[config.mk]
export PLATFORM = sky130hd
export DESIGN_NAME = tms_ram
export DESIGN_NICKNAME = d
export VERILOG_FILES = /design/src/tms_ram.sv
export SDC_FILE = /design/constraint.sdc
export NUM_CORES = 1
export LEC_CHECK = 0
export BUFFER_PORTS_ARGS = -buffer_cell sky130_fd_sc_hd__buf_2
export CAP_MARGIN = 20
export CORE_MARGIN = 5
export CORE_UTILIZATION = 50
export DETAILED_ROUTE_END_ITERATION = 16
export PLACE_DENSITY_LB_ADDON = 0.05
export SLEW_MARGIN = 20
export SYNTH_ARGS = -nofsm -noshare
export SYNTH_HDL_FRONTEND = slang
export SYNTH_SLANG_ARGS = --single-unit
[constraint.sdc]
create_clock -name clk -period 3.9 [get_ports clk]
set_input_delay 0 -clock clk [delete_from_list [all_inputs] [get_ports clk]]
set_output_delay 0 -clock clk [all_outputs]
set_load 0.01 [all_outputs]
[src/tms_ram.sv]
// generic single write port, single read port ram with registered read
// no package dependency
module tms_ram #(
	parameter int WIDTH = 8,
	parameter int DEPTH = 16
) (
	input  logic                     clk,
	input  logic                     we,
	input  logic [$clog2(DEPTH)-1:0] waddr,
	input  logic [WIDTH-1:0]         wdata,
	input  logic                     re,
	input  logic [$clog2(DEPTH)-1:0] raddr,
	output logic [WIDTH-1:0]         rdata
);

	logic [WIDTH-1:0] mem_q [DEPTH];
	logic [WIDTH-1:0] rdata_q;

	always_ff @(posedge clk) begin
		if (we) begin
			mem_q[waddr] <= wdata;
		end
		// read returns the old word on a same-address write
		if (re) begin
			rdata_q <= mem_q[raddr];
		end
	end

	assign rdata = rdata_q;

endmodule

-- Word level (Yosys, flattened, before mapping)
Memory sizes are Yosys's and may differ from the RTL's. A register that Yosys moved wholly into a read port is not among the register bits.
Index checks and enable logic that the tools add are counted.
- mux-type cells: 2
- operators with widths (kind ; count):
    1-bit 2-to-1 mux ; 2
- flip-flop bits (word level): 0
- memory bits (writable): 128
- input port bits: 19
- output and inout bits: 8
- word-level logic and storage cells: 3
- memories kept: 1
- memories (memory ; depth ; width ; read ports ; clocked after Yosys merged registers in ; write ports ; RTL line ; text):
    mem_q ; 16 ; 8 ; 1 ; 1 ; 1 ; 16 ; logic [WIDTH-1:0] mem_q [DEPTH];

-- Longest topological paths before layout
Gate-level depths: netlist of run 1.
- depth after elaboration: 2
- mapped depth: 5
- gate-level depth less buffers: 3

-- Worst setup path before layout of run 1
OpenSTA, ideal clock, no wires.
- path kind: in2reg
- start: input port waddr[2]
- end: memory mem_q[0][0], enable pin
- setup time: 0.383 ns
- arrival: 1.110 ns
- required time: 3.517 ns
- setup slack: 2.407 ns
- stages on the path: 2
- path buffers: 0
- cell sequence: or3b_2 nor3_1
- RTL lines (element ; RTL line ; text):
    start, declared ; 9 ; input logic [$clog2(DEPTH)-1:0] waddr,
    end, declared ; 16 ;
Straight into the memory's write port.

==> impl_metrics.json, run 1 <==
{
  "status": "finished clean",
  "cts.sinks": 136,
  "final_cell_count_no_fill": 426,
  "drcViolationCount": 0,
  "fin_crit_sh_pct": 38.4,
  "die-area_um2": 12600,
  "synth_top_area_share_pct": 78.1,
  "nFillCells": 758,
  "synth_seq_cells": 136,
  "slowest_delay_ns": 0.54,
  "wire_per_inst_um": 23.3,
  "timing.rr.end": "rdata[1]",
  "cp.depth": 3,
  "critical_path_class": "flip-flop to flip-flop",
  "fmax_mhz": 667,
  "clkPwrFrac_pct": 46.9,
  "clock_path_buffers": 2,
  "track_usage_pct": 16.6,
  "rrSetupSlack_ns": 2.40,
  "finalHoldViolCount": 0,
  "setup_viol": 0,
  "power_frac_comb_pct": 4.4,
  "ir_worst_vdd_mv": 0.287,
  "num_antenna_cells": 0,
  "synth-seq-area-share_pct": 78.1,
  "worst_slack_ns": 2.40,
  "gp_congestion": 0.685,
  "grt_pass1_wl_mm": 15.2,
  "cp_max_fo": 1,
  "area_delta_synth_final_pct": 18.0,
  "critPathBufInv": 0,
  "seq_power_share_pct": 48.7,
  "die_y_um": 112,
  "placed_cells": 385,
  "rsz0062_at_grt": "false",
  "required_ns": 4.13,
  "period_minus_slack_ns": 1.50,
  "initial_core_util_pct": 50.9,
  "synth_nets": 248,
  "multiInputGateArea_um2": 1060,
  "finClkSkew_ns": 0.0131,
  "layout-drive-gt1-share_pct": 26.9,
  "vias": 2415,
  "powerDensity_nw_per_um2": 551,
  "seq_area_um2": 4080,
  "io_buffers": 26,
  "drv_cap": 0,
  "core.rowCount": 37,
  "vias_per_cell": 5.67,
  "dr.pass1.iters": 4,
  "p_switching_mw": 0.660,
  "endpoint_kind": "flip-flop",
  "path_cells": "mux4_1 > a22oi_1 > nand2_1",
  "crit_slowest_cell": "mux4_1",
  "cts_made_buffers": 17,
  "crit_path_start": "mem_q[6][1]",
  "cts_root_buf": "clkbuf_8",
  "die_w_um": 112,
  "grt_pass1_vias": 2451,
  "dpl_cell_area_um2": 5470,
  "ios": 27,
  "fin_area_um2": 6170,
  "drt_iter0_markers": 184,
  "clk_pin_slew_worst_paths_ns": 0.06,
  "r2r_start": "mem_q[6][1]",
  "core_um2": 10300,
  "nNetsFinal": 297,
  "grt_max_degree": 33,
  "cp.arrival_ns": 1.73,
  "synth_top_area_cell": "edfxtp_1",
  "ys.warnings.count": 0,
  "cts_tree": "yes",
  "ys_types": 18,
  "slew_headroom_pct": 27.2,
  "synth.avg_cell_area_um2": 22.8,
  "gr-total-overflow": 0,
  "reg2reg_depth": 3,
  "dp_hpwl_mm": 6.05,
  "worst_slew_pin_slew_ns": 1.09,
  "clock_latency_ns": 0.50,
  "startpoint_type": "flip-flop",
  "antenna_found_initial": 0,
  "endpoint": "rdata[1]",
  "fin_tns_setup_ns": 0,
  "postCtsSetupBuffers": 0,
  "leakage_nw": 2.05,
  "yosys-top-cells-area": "edfxtp_1 (78%), mux4_2 (7.8%), mux4_1 (7.0%), a22oi_1 (2.3%), nor2_1 (0.93%)",
  "switching_share_pct": 19.4,
  "intPower_mw": 2.74,
  "syn-cell-area_um2": 5230,
  "pre_cts_slack_ns": 1.73,
  "h-tree-depth": 4,
  "synthCells": 229,
  "totalPowerFinal_mw": 3.40,
  "crit_family": "multiplexers",
  "maxSlewViolCount": 0,
  "wirelength_mm": 9.93,
  "min_path_type": "input port to flip-flop",
  "route.antenna.remaining_nets": 0
}
==> logic make-up after synthesis <==
| family | share of synthesized area (%) |
|---|---|
| compound gates | 2.30 |
| mux | 14.8 |
| simple gates | 3.14 |
| flops | 78.1 |
| buf+inv | 1.65 |
==> power by group through the flow <==
stage | combinational [mW] | clock, mW | sequential, mW
6_report | 0.151 | 1.59 | 1.66
3_3_place_gp | 0.144 | 0 | 1.69
2_1_floorplan | 0.0831 | 0 | 1.69
5_1_grt | 0.165 | 1.68 | 1.66
4_1_cts | 0.153 | 1.62 | 1.66
3_5_place_dp | 0.146 | 0 | 1.69
==> routing by layer <==
metal  share of wire (%)  vias to the layer above  GRT usage [%]
li1                    -                     1082              -
met1                  48                     1259           25.3
met2                  47                       69           24.2
met3                 4.4                        5           3.88
met4                0.56                        0           4.81
met5                   0                        -              0
==> final cells by class <==
cell class | count | area share (%)
clock buffer | 18 | 6.77
clock inverter | 13 | 2.92
multi-input combinational | 83 | 17.1
sequential | 136 | 66.2
tap | 136 | 2.76
timing repair buffer | 40 | 4.22
==> how the worst min path moves through the flow <==
| stage | slack (ns) | endpoint | from | cells after the start |
|---|---|---|---|---|
| after detailed placement | 0.38 | rdata[6] | re | 1 |
| final | 0.06 | mem_q[4][3] | waddr[0] | 3 |
| after global placement | 0.38 | rdata[6] | re | 1 |
| after global routing | 0.06 | mem_q[4][4] | waddr[0] | 3 |
| after CTS | 0.04 | mem_q[0][1] | waddr[0] | 3 |
| after floorplan | 0.1 | mem_q[0][0] | wdata[0] | 0 |
==> flip-flops by register name (all words and copies together) (netlist names) <==
register  flops
mem_q       128
rdata         8
==> placed cells by master (no fill, tap or decap) <==
cell	n
a22oi_1	16
and2_1	1
and2b_1	1
buf_2	25
buf_4	6
bufinv_16	4
clkbuf_1	1
clkbuf_16	16
clkbuf_8	1
clkinv_1	2
clkinv_2	1
clkinv_4	2
clkinvlp_4	4
dlygate4sd3_1	9
edfxtp_1	136
mux4_1	14
mux4_2	18
nand2_1	9
nand2b_1	2
nand3_1	1
nand3b_1	2
nor2_1	13
nor2b_1	1
nor3_1	4
or3b_2	1
==> synth_stat cells, drive strengths merged <==
master,count
a22oi,16
and2,1
and2b,1
buf,7
clkdlybuf4s25,3
edfxtp,136
mux4,32
nand2,9
nand2b,2
nand3,1
nand3b,2
nor2,13
nor2b,1
nor3,4
or3b,1
==> repair_timing <==
action,CTS,global route
gates resized for setup,0,0
hold endpoints to repair,136,0
endpoints found under the setup margin,0,0
hold buffers,9,0
==> worst register-to-register path, stage by stage, from the launching register on <==
cell and delay, ns:
edfxtp_1 0.36, mux4_1 0.54, a22oi_1 0.22, nand2_1 0.11
==> stage by stage <==
| step | hold WS (ns) | utilization [%] |
|---|---|---|
| finish | 0.0621 | 60.0 |
| floorplan | 0.0989 | - |
| detailed placement | 0.378 | 53.2 |
| global placement | 0.378 | 53.2 |
| CTS | 0.0419 | 59.9 |
| global route | 0.0563 | 60.0 |
Power figures use the tool's default switching activity.
==> run 2, diff against run 1 <==
- clock period: 3.9 -> 1.3 ns (I/O delays scaled with it)
==> run 2 against run 1 <==
The flow now finishes with violations (negative setup slack); setup slack worse by 2.6 ns; maximum frequency is 3.4% higher; critical path type unchanged; combinational power grew to 3.5 times the previous value; wire length is 7.9% higher; clock power grew to 2.5 times the previous value; power grew to 2.8 times the previous value.
==> impl_metrics.json, run 2 (synthesized netlist as in run 1, its figures left out) <==
{
  "status": "finished with violations",
  "violations": "negative setup slack",
  "largest_reg_flops": 128,
  "clkPwrFrac_pct": 42.2,
  "final_common_cell": "edfxtp_1",
  "grt_pass1_vias": 2717,
  "dp_hpwl_mm": 6.77,
  "worst_slack_ns": -0.149,
  "startpoint_type": "flip-flop",
  "core_um2": 10300,
  "postCtsSetupBuffers": 0,
  "nNetsFinal": 324,
  "clock_latency_ns": 0.52,
  "final_cell_mix": "edfxtp_1 (136), buf_4 (28), buf_2 (26)",
  "slowest_delay_ns": 0.47,
  "fin_crit_sh_pct": 111,
  "slew_headroom_pct": 38.6,
  "maxSlewViolCount": 0,
  "die_y_um": 112,
  "cts.sinks": 136,
  "clk_pin_slew_worst_paths_ns": 0.05,
  "die_w_um": 112,
  "placed_cells": 413,
  "totalPowerFinal_mw": 9.51,
  "antenna_found_initial": 0,
  "rrSetupSlack_ns": -0.15,
  "finalHoldViolCount": 0,
  "switching_share_pct": 19.8,
  "dr.pass1.iters": 4,
  "path_cells": "mux4_2 > a22oi_2 > buf_4 > nand2_2",
  "vias": 2567,
  "io_buffers": 26,
  "fin_tns_setup_ns": -0.836,
  "fin_util_pct": 61.3,
  "fin_area_um2": 6300,
  "grt_max_degree": 18,
  "crit_slowest_cell": "mux4_2",
  "initial_core_util_pct": 50.9,
  "dpl_cell_area_um2": 5740,
  "route.antenna.remaining_nets": 0,
  "gp_congestion": 0.729,
  "rsz0062_at_grt": "true",
  "drcViolationCount": 0,
  "endpoint_kind": "flip-flop",
  "wirelength_mm": 10.7,
  "finClkSkew_ns": 0.00412,
  "intPower_mw": 7.63,
  "cts_made_buffers": 17,
  "core.rowCount": 37,
  "required_ns": 1.57,
  "drv_cap": 0,
  "worst_slew_pin_slew_ns": 0.918,
  "fmax_mhz": 690,
  "p_switching_mw": 1.88,
  "ir_worst_vdd_mv": 0.951,
  "h-tree-depth": 4,
  "ios": 27,
  "period_minus_slack_ns": 1.45,
  "setup_viol": 8,
  "power_frac_comb_pct": 5.6,
  "min_path_type": "input port to flip-flop",
  "die-area_um2": 12600,
  "cp_max_fo": 1,
  "grt_pass1_wl_mm": 16.6,
  "gr-total-overflow": 0,
  "leakage_nw": 2.14,
  "powerDensity_nw_per_um2": 1510,
  "layout-drive-gt1-share_pct": 35.5,
  "critical_path_class": "flip-flop to flip-flop",
  "seq_power_share_pct": 52.2,
  "top_register": "mem_q",
  "final_cell_count_no_fill": 449,
  "cp.arrival_ns": 1.72,
  "wire_per_inst_um": 23.9,
  "track_usage_pct": 18.5,
  "area_delta_synth_final_pct": 20.5,
  "vias_per_cell": 5.72,
  "num_antenna_cells": 0,
  "cts_tree": "yes",
  "cts_root_buf": "clkbuf_8",
  "clock_path_buffers": 2,
  "drt_iter0_markers": 197
}
run 2: cell count changes in the layout (fill, tap and decap cells not counted), moves of 2 or more:
cell        delta
buf_4         +22
a22oi_2        +3
clkinv_4       -2
bufinv_16      -3
mux4_2         +7
clkinvlp_4     -4
clkinv_2       +3
mux4_1         -7
a22oi_1        -3
buf_12         +4
run 2: final timing paths:
kind,start,endpoint,cells past startpoint
max reg2reg,mem_q[0][7],rdata[7],4
min reg2reg,mem_q[8][4],rdata[4],3
max,mem_q[0][7],rdata[7],4
min,waddr[0],mem_q[0][6],3
run 2: layout make-up:
class | count | area [µm²]
well taps | 136 | 170
repair buffers | 67 | 510
multi-input cells | 83 | 1050
flip-flops and latches | 136 | 4080
clock inverters | 8 | 61.3
clock buffers | 19 | 422
fillers | 767 | 3980
run 2: power by group through the flow:
| stage | clock (mW) | sequential [mW] | combinational [mW] |
|---|---|---|---|
| after floorplan | 0 | 5.06 | 0.250 |
| final | 4.01 | 4.97 | 0.529 |
| after CTS | 4.09 | 4.97 | 0.535 |
| after detailed placement | 0 | 5.06 | 0.506 |
| after global routing | 4.31 | 4.97 | 0.575 |
| after global placement | 0 | 5.05 | 0.499 |
run 2: metrics by stage:
step           hold WS (ns)  worst slack, ns
2_1_floorplan        0.0989          0.00244
3_3_place_gp          0.375           -0.351
3_5_place_dp          0.380           -0.358
4_1_cts             0.00813           -0.196
5_1_grt              0.0249           -0.207
6_report             0.0269           -0.149
run 2: routing by layer:
metal | track usage [%] | vias to the layer above | share of wire (%)
met4 | 6.97 | 0 | 1.6
met5 | 0 | - | 0
met1 | 27.1 | 1337 | 46
met3 | 4.42 | 16 | 6.3
met2 | 27.3 | 86 | 46
li1 | - | 1128 | -
run 2: worst max-delay path: cells and delay by family, from the launching register on:
kind | cells | cell delay, ns
simple gates | 1 | 0.04
flops | 1 | 0.37
buf+inv | 1 | 0.15
mux | 1 | 0.47
compound gates | 1 | 0.16
run 2: timing repair:
action	in CTS	in global routing
hold buffers	9	0
gates resized for setup	7	4
endpoints found under the hold margin	136	0
setup endpoints to repair	8	8
pin swaps	0	2
