[src/tms_pkg.sv]
// shared types and constants for the turing machine step engine
// no dependencies; imported by every module of the block except tms_ram
package tms_pkg;

	localparam int MAX_STATES  = 64;
	localparam int MAX_SYMBOLS = 16;
	localparam int TAPE_CELLS  = 1024;

	localparam int STATE_W   = $clog2(MAX_STATES);
	localparam int SYM_W     = $clog2(MAX_SYMBOLS);
	localparam int HEAD_W    = $clog2(TAPE_CELLS);
	localparam int ACT_W     = 3;
	localparam int ST_W      = 3;
	localparam int MOVE_W    = 2;
	localparam int NSTATES_W = 7;
	localparam int NSYMS_W   = 5;
	localparam int CFG_W     = 7;
	localparam int CFG_IDX_W = 1;

	localparam int RULE_ADDR_W = STATE_W + SYM_W;
	localparam int RULE_DEPTH  = MAX_STATES * MAX_SYMBOLS;
	localparam int RULE_W      = 1 + SYM_W + MOVE_W + 1 + STATE_W;

	localparam logic [NSTATES_W-1:0] NUM_STATES_RST  = NSTATES_W'(64);
	localparam logic [NSYMS_W-1:0]   NUM_SYMBOLS_RST = NSYMS_W'(16);

	// action codes
	localparam logic [ACT_W-1:0] ACT_LOAD_RULE = 3'd0;
	localparam logic [ACT_W-1:0] ACT_LOAD_TAPE = 3'd1;
	localparam logic [ACT_W-1:0] ACT_START     = 3'd2;
	localparam logic [ACT_W-1:0] ACT_STEP      = 3'd3;
	localparam logic [ACT_W-1:0] ACT_READ      = 3'd4;

	// head moves
	localparam logic [MOVE_W-1:0] MV_STAY  = 2'd0;
	localparam logic [MOVE_W-1:0] MV_LEFT  = 2'd1;
	localparam logic [MOVE_W-1:0] MV_RIGHT = 2'd2;
	localparam logic [MOVE_W-1:0] MV_HALT  = 2'd3;

	// result status
	localparam logic [ST_W-1:0] ST_OK        = 3'd0;
	localparam logic [ST_W-1:0] ST_HALTED    = 3'd1;
	localparam logic [ST_W-1:0] ST_BAD_STATE = 3'd2;
	localparam logic [ST_W-1:0] ST_BAD_HEAD  = 3'd3;
	localparam logic [ST_W-1:0] ST_BAD_WRITE = 3'd4;
	localparam logic [ST_W-1:0] ST_BAD_NEXT  = 3'd5;
	localparam logic [ST_W-1:0] ST_EDGE      = 3'd6;
	localparam logic [ST_W-1:0] ST_STOPPED   = 3'd7;

	// configuration register indexes
	localparam logic [CFG_IDX_W-1:0] CFG_NUM_STATES  = 1'd0;
	localparam logic [CFG_IDX_W-1:0] CFG_NUM_SYMBOLS = 1'd1;

	typedef struct packed {
		logic               wflag;
		logic [SYM_W-1:0]   wsym;
		logic [MOVE_W-1:0]  mv;
		logic               nflag;
		logic [STATE_W-1:0] nstate;
	} rule_t;

	// context carried by one transaction from cell to cell
	typedef struct packed {
		logic [ACT_W-1:0]   action;
		logic               fwd;
		logic [SYM_W-1:0]   symbol;
		logic [SYM_W-1:0]   sym;
		logic [ST_W-1:0]    status;
		logic [HEAD_W-1:0]  head;
		logic [STATE_W-1:0] cstate;
	} ctx_t;

endpackage

[src/tms_cell.sv]
// one stage cell of the step chain: holds a transaction context and keeps
// the first error seen; depends on tms_pkg
module tms_cell import tms_pkg::*; (
	input  logic            clk,
	input  logic            arst_n,
	input  logic            load,
	input  logic            take,
	input  ctx_t            ctx_in,
	input  logic [ST_W-1:0] err_in,
	output logic            valid,
	output ctx_t            ctx
);

	logic valid_q;
	ctx_t ctx_q;
	ctx_t ctx_nx;

	always_ff @(posedge clk or negedge arst_n) begin
		if (!arst_n) begin
			valid_q <= 1'b0;
		end else begin
			valid_q <= load | (valid_q & ~take);
		end
	end

	// an earlier error wins over anything found in this stage
	always_comb begin
		ctx_nx = ctx_in;
		if (ctx_in.status == ST_OK) begin
			ctx_nx.status = err_in;
		end
	end

	always_ff @(posedge clk) begin
		if (load) begin
			ctx_q <= ctx_nx;
		end
	end

	assign valid = valid_q;
	assign ctx   = ctx_q;

endmodule

[config.mk]
export PLATFORM = sky130hd
export DESIGN_NAME = tms_cell
export DESIGN_NICKNAME = d
export VERILOG_FILES = /design/src/tms_pkg.sv /design/src/tms_cell.sv
export SDC_FILE = /design/constraint.sdc
export NUM_CORES = 1
export LEC_CHECK = 0
export BUFFER_PORTS_ARGS = -buffer_cell sky130_fd_sc_hd__buf_2
export CORE_MARGIN = 2
export CORE_UTILIZATION = 40
export CTS_CLUSTER_DIAMETER = 80
export CTS_CLUSTER_SIZE = 25
export DETAILED_ROUTE_END_ITERATION = 16
export MAX_ROUTING_LAYER = met4
export PLACE_DENSITY = 0.78
export SYNTH_ARGS = -nofsm -noshare
export SYNTH_HDL_FRONTEND = slang
export SYNTH_SLANG_ARGS = --single-unit
[constraint.sdc]
create_clock -name clk -period 1.7 [get_ports clk]
set_input_delay 0.17 -clock clk [delete_from_list [all_inputs] [get_ports clk]]
set_output_delay 0.17 -clock clk [all_outputs]
set_load 0.01 [all_outputs]
# After elaboration in Yosys (flattened, before gate mapping)
# Cells that the tools add are included.
[classes]
mux = 1
reduce_logical = 1
bitwise_logic = 3
[ops]
columns = ["cell", "n"]
rows = [
  ["$logic_not 3->1", 1],
  ["$mux 3", 1],
  ["$and 1x1->1", 1],
  ["$not 1->1", 1],
  ["$or 1x1->1", 1],
]
[totals]
word_cells = 13
output_inout_bits = 32
regBits = 32

# Depth between registers and ports, before layout
# Gate-level depths: netlist of the first run.
[logic_depth]
ltp_word = 3
depth_mapped = 2
ltp_nobuf = 2

# Worst setup path before layout of the first run
# No wires, ideal clock.
[synth_timing]
kind = "input to register"
from = "in err_in[0]"
to = "reg ctx_q, in the netlist ctx[16], data pin"
arrival_ps = 465
stages = 2
t_required_ps = 1441
slack_ps = 976
setup_time_ps = 259
cell_sequence = "nor3b_1 > or2_1"
[synth_rtl]
columns = ["element", "line_no", "text"]
rows = [
  ["start, declared", "tms_cell.sv:9", "input logic [ST_W-1:0] err_in,"],
  ["end signal, assigned", "tms_cell.sv:36", "ctx_q <= ctx_nx;"],
  ["end, declared", "tms_cell.sv:15", "ctx_t ctx_q;"],
]

# Worst setup path after layout of the first run
[layout_timing]
from = "reg ctx_q, in the netlist ctx[0]"
to = "out ctx[0] (netlist name)"
[layout_rtl]
columns = ["element", "line_no", "text"]
rows = [
  ["end, declared", "tms_cell.sv:11", "output ctx_t ctx"],
]
# No word-level cell between the ends.

==> flow_summary.yaml, run 1 <==
run_status:
  outcome: "completed"
clocking:
  h-tree-depth: 2
  cts_tree: "built"
  cts_root_buffer: "clkbuf_4"
  cts-buffers-inserted: 5
  cts_sinks: 32
  cts_buffer_depth: 2
  cts_resized: 0
  cts.clk_slew.worst_paths_ps: 90
  clkLatencyLatePin_ps: 310
place:
  place_congestion: 0.5836
  dp.cells: 139
  io_buffers: 69
  hpwl_um: 1604
layout:
  fin_util_pct: 60.96
  fill_cells: 197
  antenna_cells: 0
  drive_gt1_share_pct: 63.87
  nNetsFinal: 156
  area_delta_synth_final_pct: 47.76
  finalNonFillerCells: 149
yosys:
  synth-xor-area-share_pct: 0
  syn_nets: 78
  ys_types: 7
  ys_seq_area_share_pct: 95.26
  syn_inst: 40
  synthMuxAreaShare_pct: 0
  syn_area_um2: 1003
  syn_avg_cell_area_um2: 25.09
  yosys.area_share.simple_pct: 2.120
  synth.ff_latch_count: 32
  synth_top_family_by_area: "compound AO/OA/AOI/OAI gates"
  ys_warn_count: 0
  yosys.area_share.adder_pct: 0
  synth-compound-area-share_pct: 2.244
worst_setup_path:
  cp_cell_sequence: "buf_2"
  cp_max_fo: 1
  worstSetupPathDepth: 1
  cp-startpoint: "ctx[0]$_DFFE_PP_"
  r2r_end: "valid$_DFF_PN0_"
  criticalPathCategory: "flop to output port"
  crit_path_end: "ctx[0]"
  required_ps: 1530
  slowest_stage: "edfxtp_1"
  r2r_slack_ps: 1060
  start_kind: "flop"
  crit_arrival_ps: 860
  path_delay_family: "flip-flops"
  slowest_delay_ps: 390
  worstSetupEndpointType: "output port"
  r2r_cells: 1
  reg2reg_from: "valid$_DFF_PN0_"
  cp_num_buf_inv: 1
pwr:
  powerDensity_nw_per_um2: 1107
  power_leakage_nw: 0.6676
  ir_drop_v: 0.0007221
routing:
  wl_um: 2050
  antenna_left: 0
  wl_met3_um: 317
  wl_per_cell_um: 13.76
  drc: 0
  first_pass_iters: 4
  top_layer: "met4"
  drt-vias-per-instance: 4.409
  drt_iter0_markers: 16
  route.met2.wl_um: 953
  met1_length_um: 750
  vias: 657
global_route:
  grt_max_degree: 33
  grt_first_pass_wirelength_um: 2511
  grt_pass1_vias: 554
  antenna_found_initial: 0
  globalRouteOverflowTotal: 0
  grt_use_total_pct: 13.91
timing:
  period_share_pct: 60.56
  hold_slack_ps: 31.31
  tightest_slew_ps: 664.5
  finalHoldViolCount: 0
  setup_violations: 0
  slew_violations: 0
  max_slew_margin_pct: 55.70
  fin_tns_setup_ps: 0
  rsz0062_at_grt: "false"
  fin_skew_ps: 0
  period_needed_ps: 1030
  fmax_mhz: 971.3
flow_run:
  cap_viol_max_count: 0
floorplan:
  die_w_um: 54.09
  dieArea_um2: 2925
  core-area_um2: 2432
  io_pins: 70
  initial_core_util_pct: 41.26
  die_h_um: 54.09
  core.rowCount: 18
worst_hold_path:
  hold_path.class: "input port to flop"
-- kinds of logic after synthesis --
logic type             after synthesis
and+or+nand+nor                      4
buffers and inverters                1
DFF                                 32
AOI/OAI and AO/OA                    3
-- how the worst min path moves through the flow --
stage / startpoint / endpoint / slack [ps] / depth (start not counted)
floorplan: arst_n / valid$_DFF_PN0_ / -130 / 0
global placement: arst_n / valid$_DFF_PN0_ / -50 / 1
detailed placement: arst_n / valid$_DFF_PN0_ / -50 / 1
CTS: ctx_in[8] / ctx[8]$_DFFE_PP_ / 20 / 1
global route: ctx_in[15] / ctx[15]$_DFFE_PP_ / 1 / 1
finish: ctx_in[26] / ctx[26]$_DFFE_PP_ / 30 / 1
-- cells in the final DEF, fill, tap and decap left out --
cell type      synthesis  final
dlygate4sd3_1          0      2
inv_1                  1      1
edfxtp_1              31     31
clkbuf_4               0      5
clkbuf_1               0      1
clkinv_2               0      1
dfrtp_1                1      1
a21o_1                 3      3
nor2_1                 2      2
or2_1                  1      1
nor3b_1                1      1
bufinv_16              0      1
buf_2                  0     69
-- stage by stage --
stage	instance area, µm²	power [mW]	setup WS, ps
2_1_floorplan	1003	1.010	975.9
3_3_place_gp	1386	1.116	636.4
3_5_place_dp	1386	1.126	609.1
4_1_cts	1473	1.660	650.8
5_1_grt	1483	1.720	622.6
6_report	1483	1.641	670.5
-- synthesized netlist by cell type --
cell / count / share of area (%)
nor2_1: 2 / 0.75
dfrtp_1: 1 / 2.5
a21o_1: 3 / 2.2
nor3b_1: 1 / 0.75
inv_1: 1 / 0.37
edfxtp_1: 31 / 93
or2_1: 1 / 0.62
-- sequential cells by signal, summed over array words and instances (netlist names) --
register,flops
valid,1
ctx,31
-- per-layer routing --
metal | global-route usage [%] | vias to the layer above
li1 | - | 312
met1 | 14.26 | 292
met2 | 21.14 | 49
met3 | 8.611 | 4
met4 | 6.250 | 0
met5 | - | -
-- cell type report --
type | count | area (µm²) | share of cell area [%]
timing repair buffer | 71 | 365.4 | 24.64
inverter | 1 | 3.754 | 0.2532
clock buffer | 6 | 41.29 | 2.785
clock inverter | 2 | 35.03 | 2.363
tap | 30 | 37.54 | 2.532
sequential | 32 | 955.9 | 64.47
multi-input combinational | 7 | 43.79 | 2.954
-- repair_timing --
| action | CTS | global route |
|---|---|---|
| hold buffers | 1 | 1 |
| hold endpoints to repair | 1 | 1 |
| setup buffers | 0 | 0 |
-- power by group --
part,internal (mW),switching (mW),total (mW)
clock,0.308,0.225,0.534
sequential,0.933,0.0146,0.948
combinational,0.0762,0.0836,0.160
(Power assumes the default switching activity.)
==> run 2: changes to the inputs <==
--- a/config.mk
+++ b/config.mk
@@ -5,14 +5,15 @@
 export SDC_FILE = /design/constraint.sdc
 export NUM_CORES = 1
 export LEC_CHECK = 0
+export ABC_AREA = 1
 export BUFFER_PORTS_ARGS = -buffer_cell sky130_fd_sc_hd__buf_2
 export CORE_MARGIN = 2
-export CORE_UTILIZATION = 40
+export CORE_UTILIZATION = 39
 export CTS_CLUSTER_DIAMETER = 80
 export CTS_CLUSTER_SIZE = 25
 export DETAILED_ROUTE_END_ITERATION = 16
 export MAX_ROUTING_LAYER = met4
-export PLACE_DENSITY = 0.78
+export PLACE_DENSITY = 0.76
 export SYNTH_ARGS = -nofsm -noshare
 export SYNTH_HDL_FRONTEND = slang
 export SYNTH_SLANG_ARGS = --single-unit
==> constraint.sdc (replaced) <==
create_clock -name clk -period 1.04 [get_ports clk]
set_input_delay 0.104 -clock clk [delete_from_list [all_inputs] [get_ports clk]]
set_output_delay 0.104 -clock clk [all_outputs]
set_load 0.01 [all_outputs]
==> flow_summary.yaml, run 2 <==
clocking:
  h-tree-depth: 2
  cts.clk_slew.worst_paths_ps: 100
  cts_tree: "built"
  clkLatencyLatePin_ps: 320
  cts_buffer_depth: 2
  cts-buffers-inserted: 5
  cts_root_buffer: "clkbuf_4"
  cts_sinks: 32
  cts_setup_buffers: 0
worst_setup_path:
  required_ps: 940
  cp_num_buf_inv: 1
  worstSetupEndpointType: "output port"
  cp_cell_sequence: "buf_2"
  path_delay_family: "flip-flops"
  cp-startpoint: "ctx[18]$_DFFE_PP_"
  crit_arrival_ps: 880
  criticalPathCategory: "flop to output port"
  reg2reg_from: "valid$_DFF_PN0_"
  slowest_delay_ps: 390
  slowest_stage: "edfxtp_1"
  start_kind: "flop"
  cp_max_fo: 1
layout:
  drive_gt1_share_pct: 51.63
  mostFrequentLayoutCells: "buf_2 (69), edfxtp_1 (31), dlygate4sd3_1 (30)"
  final_common_cell: "buf_2"
  fill_cells: 151
  post-route-cell-area_um2: 1789
  area_delta_synth_final_pct: 77.20
  antenna_cells: 0
  nNetsFinal: 190
  largest_reg_flops: 31
  fin_util_pct: 72.88
place:
  io_buffers: 69
  place_congestion: 0.6565
  place_area_um2: 1420
  pre_cts_ws_ps: 303.7
routing:
  antenna_left: 0
  drt_iter0_markers: 6
  wl_um: 2461
  wl_per_cell_um: 13.45
  drt-vias-per-instance: 4.383
  first_pass_iters: 4
  drc: 0
  vias: 802
yosys:
  synthArstFlopShare_pct: 3.125
  syn_area_um2: 1010
  yosys-top-cells-area: "edfxtp_1 (92%), dfrtp_1 (2.5%), inv_1 (1.5%), nand2_1 (1.5%), nand3_1 (0.99%)"
  synth.ff_latch_count: 32
  syn_inst: 44
  syn_nets: 82
  synth_top_area_cell: "edfxtp_1"
  yosysMostFrequentCell: "edfxtp_1"
  ys_seq_area_share_pct: 94.67
  yosysTopAreaCellShare_pct: 92.19
  ys_types: 7
  synth_edf_count: 31
  ys.flop_type: "edfxtp_1"
  ys_warn_count: 0
  syn_avg_cell_area_um2: 22.95
  synth_common_cells: "edfxtp_1 (31), inv_1 (4), nand2_1 (4)"
global_route:
  antenna_found_initial: 0
  globalRouteOverflowTotal: 0
  grt_max_degree: 22
  grt_use_total_pct: 18.62
  grt_pass1_vias: 821
  grt_first_pass_wirelength_um: 3512
pwr:
  total_power_mw: 2.679
  ir_drop_v: 0.001494
  power_leakage_nw: 0.8049
  powerDensity_nw_per_um2: 1498
run_status:
  outcome: "completed"
floorplan:
  dieArea_um2: 3012
  io_pins: 70
  core-area_um2: 2455
  die_h_um: 54.88
  core.rowCount: 18
  die_w_um: 54.88
  initial_core_util_pct: 41.13
timing:
  slew_violations: 0
  setup_violations: 0
  finalHoldViolCount: 0
  rsz0062_at_grt: "false"
  period_needed_ps: 980.5
  layout_setup_ws_ps: 59.45
  tightest_slew_ps: 138.9
  max_slew_margin_pct: 90.74
  fin_skew_ps: 0
  period_share_pct: 94.28
  fmax_mhz: 1020
  fin_tns_setup_ps: 0
worst_hold_path:
  min_from: "err_in[0]"
  hold_path.class: "input port to flop"
flow_run:
  cap_viol_max_count: 0
run 2: path summary, 6_finish.rpt:
check	endpoint	slack (ps)	depth (start not counted)
setup / recovery	ctx[18]	60	1
hold / removal	ctx[16]$_DFFE_PP_	50	3
setup reg to reg	valid$_DFF_PN0_	430	2
hold reg to reg	valid$_DFF_PN0_	540	2
max in group asynchronous	valid$_DFF_PN0_	880	2
min in group asynchronous	valid$_DFF_PN0_	70	2
run 2: per-layer routing:
layer / up-vias / routed length (µm) / global-route usage (%)
met5: - / 0 / -
met4: 0 / 74 / 10.00
met3: 9 / 278 / 8.743
met2: 62 / 1217 / 27.98
met1: 349 / 890 / 20.40
li1: 382 / - / -
run 2: what timing repair did:
item | CTS | global route
endpoints found under the setup margin | 0 | 0
endpoints found under the hold margin | 30 | 0
gates resized for setup | 0 | 0
hold buffers | 30 | 0
run 2: per-stage QoR:
step,hold WS [ps],cells
floorplan,-191.6,44
global placement,-120.3,145
detailed placement,-117.1,145
CTS,40.62,183
global route,36.04,183
finish,49.22,183
run 2: logic make-up after synthesis:
family / synth area share (%)
flip-flops: 94.67
AO/OA/AOI/OAI: 0.7438
AND/OR/NAND/NOR: 3.098
buffers and inverters: 1.487
run 2: power breakdown:
part | switching, mW | internal (mW)
Sequential | 0.0237 | 1.52
Combinational | 0.158 | 0.201
Clock | 0.375 | 0.397
Total | 0.557 | 2.12
run 2: layout make-up:
class	count	area, µm²	area share (%)
multi-input cells	8	38.79	2.168
inverters	4	15.01	0.8392
well taps	30	37.54	2.098
repair buffers	101	673.1	37.62
clock buffers	8	68.82	3.846
flip-flops and latches	32	955.9	53.43
run 2: worst register-to-register path: cells and delay by family, from the launching register on:
family,cells,cell delay (ps)
AO/OA/AOI/OAI,1,60
buffers and inverters,1,60
flip-flops,1,390
==> run 3: changes to the inputs <==
--- a/config.mk
+++ b/config.mk
@@ -6,14 +6,16 @@
 export NUM_CORES = 1
 export LEC_CHECK = 0
 export ABC_AREA = 1
-export BUFFER_PORTS_ARGS = -buffer_cell sky130_fd_sc_hd__buf_2
+export CELL_PAD_IN_SITES_DETAIL_PLACEMENT = 1
+export CELL_PAD_IN_SITES_GLOBAL_PLACEMENT = 1
 export CORE_MARGIN = 2
-export CORE_UTILIZATION = 39
+export CORE_UTILIZATION = 40
 export CTS_CLUSTER_DIAMETER = 80
 export CTS_CLUSTER_SIZE = 25
 export DETAILED_ROUTE_END_ITERATION = 16
+export DONT_BUFFER_PORTS = 1
 export MAX_ROUTING_LAYER = met4
-export PLACE_DENSITY = 0.76
+export PLACE_DENSITY_LB_ADDON = 0.1
 export SYNTH_ARGS = -nofsm -noshare
 export SYNTH_HDL_FRONTEND = slang
 export SYNTH_SLANG_ARGS = --single-unit
==> flow_summary.yaml, run 3 (synthesized netlist as in run 2, its figures left out) <==
timing:
  rsz0062_at_grt: "false"
  period_needed_ps: 876.8
  tightest_slew_ps: 158.7
  hold_slack_ps: -104.9
  period_share_pct: 84.30
  slew_violations: 0
  max_slew_margin_pct: 89.42
  fmax_mhz: 1141
  fin_skew_ps: 0
  fin_tns_setup_ps: 0
  finalHoldViolCount: 32
  setup_violations: 0
routing:
  wl_um: 2042
  drc: 0
  drt-vias-per-instance: 4.661
  vias: 550
  first_pass_iters: 3
  wl_per_cell_um: 17.31
  drt_iter0_markers: 11
  antenna_left: 0
global_route:
  grt_first_pass_wirelength_um: 2808
  grt_pass1_vias: 574
  globalRouteOverflowTotal: 0
  antenna_found_initial: 0
  grt_max_degree: 33
  grt_use_total_pct: 15.23
worst_setup_path:
  worstSetupEndpointType: "output port"
  reg2reg_from: "valid$_DFF_PN0_"
  r2r_cells: 2
  cp_max_fo: 1
  required_ps: 940
  criticalPathCategory: "flop to output port"
  start_kind: "flop"
  crit_arrival_ps: 770
  r2r_slack_ps: 330
  r2r_end: "valid$_DFF_PN0_"
  worstSetupPathDepth: 0
layout:
  largest_reg_flops: 31
  antenna_cells: 0
  post-route-cell-area_um2: 1458
  area_delta_synth_final_pct: 44.36
  final_common_cell: "dlygate4sd3_1"
  mostFrequentLayoutCells: "dlygate4sd3_1 (36), edfxtp_1 (31), clkbuf_4 (5)"
  nNetsFinal: 125
  drive_gt1_share_pct: 7.955
flow_run:
  cap_viol_max_count: 0
clocking:
  cts_hold_buf: 36
  cts_setup_buffers: 0
  cts_buffer_depth: 2
  h-tree-depth: 2
  cts_tree: "built"
  cts-buffers-inserted: 5
  cts_sinks: 32
  clkLatencyLatePin_ps: 310
  cts_root_buffer: "clkbuf_4"
  cts.clk_slew.worst_paths_ps: 90
run_status:
  outcome: "finished with violations"
  violations: "negative hold slack"
pwr:
  p_switching_mw: 0.4811
  power_leakage_nw: 0.5356
  total_power_mw: 2.373
  switching_share_pct: 20.28
  ir_drop_v: 0.001195
  pwr-share-comb_pct: 5.3
  clock_power_share_pct: 26.2
  powerDensity_nw_per_um2: 1628
  power_frac_seq_pct: 68.6
  internal_power_mw: 1.891
floorplan:
  die_h_um: 54.24
  initial_core_util_pct: 41.51
  core.rowCount: 18
  core-area_um2: 2432
  die_w_um: 54.24
  dieArea_um2: 2942
  io_pins: 70
place:
  place_congestion: 0.5577
  place_area_um2: 1047
  io_buffers: 0
worst_hold_path:
  hold_path.class: "input port to flop"
  min_path_cells: 0
  min_from: "load"
  min_to: "ctx[0]$_DFFE_PP_"
[run 3: cell type report]
class | instances | area [µm²]
fillers | 231 | 974.7
flip-flops and latches | 32 | 955.9
repair buffers | 36 | 360.3
clock buffers | 7 | 45.04
multi-input cells | 8 | 38.79
well taps | 30 | 37.54
inverters | 4 | 15.01
clock inverters | 1 | 5.005
[run 3: what timing repair did]
item | in CTS | in global routing
gates resized for setup | 0 | 0
endpoints found under the setup margin | 0 | 0
endpoints found under the hold margin | 64 | 32
[run 3: power by group through the flow]
stage | logic [mW] | clock network, mW | registers (mW)
6_report | 0.125 | 0.621 | 1.63
5_1_grt | 0.137 | 0.700 | 1.64
4_1_cts | 0.123 | 0.653 | 1.63
3_5_place_dp | 0.0142 | 0 | 1.66
3_3_place_gp | 0.0127 | 0 | 1.65
2_1_floorplan | 0.0117 | 0 | 1.64
[run 3: stage by stage]
| step | setup WS (ps) | utilization (%) | std cells |
|---|---|---|---|
| 6_report | 163.2 | 59.93 | 118 |
| 5_1_grt | 114.2 | 59.93 | 118 |
| 4_1_cts | 129.3 | 59.93 | 118 |
| 3_5_place_dp | 384.8 | 43.06 | 74 |
| 3_3_place_gp | 400.3 | 43.06 | 74 |
| 2_1_floorplan | 422.1 | - | 44 |
[run 3: worst max path at each step]
stage / start / endpoint
after floorplan: valid$_DFF_PN0_ / valid$_DFF_PN0_
after global placement: valid$_DFF_PN0_ / valid$_DFF_PN0_
after detailed placement: valid$_DFF_PN0_ / valid$_DFF_PN0_
after CTS: ctx[19]$_DFFE_PP_ / ctx[19]
after global routing: ctx[19]$_DFFE_PP_ / ctx[19]
final: ctx[19]$_DFFE_PP_ / ctx[19]
[run 3: routing by layer]
metal,GRT usage (%),vias up,wire length [µm]
li1,-,250,-
met1,17.13,255,769
met2,23.49,45,1073
met3,8.743,0,199
met4,3.750,0,0
met5,-,-,0
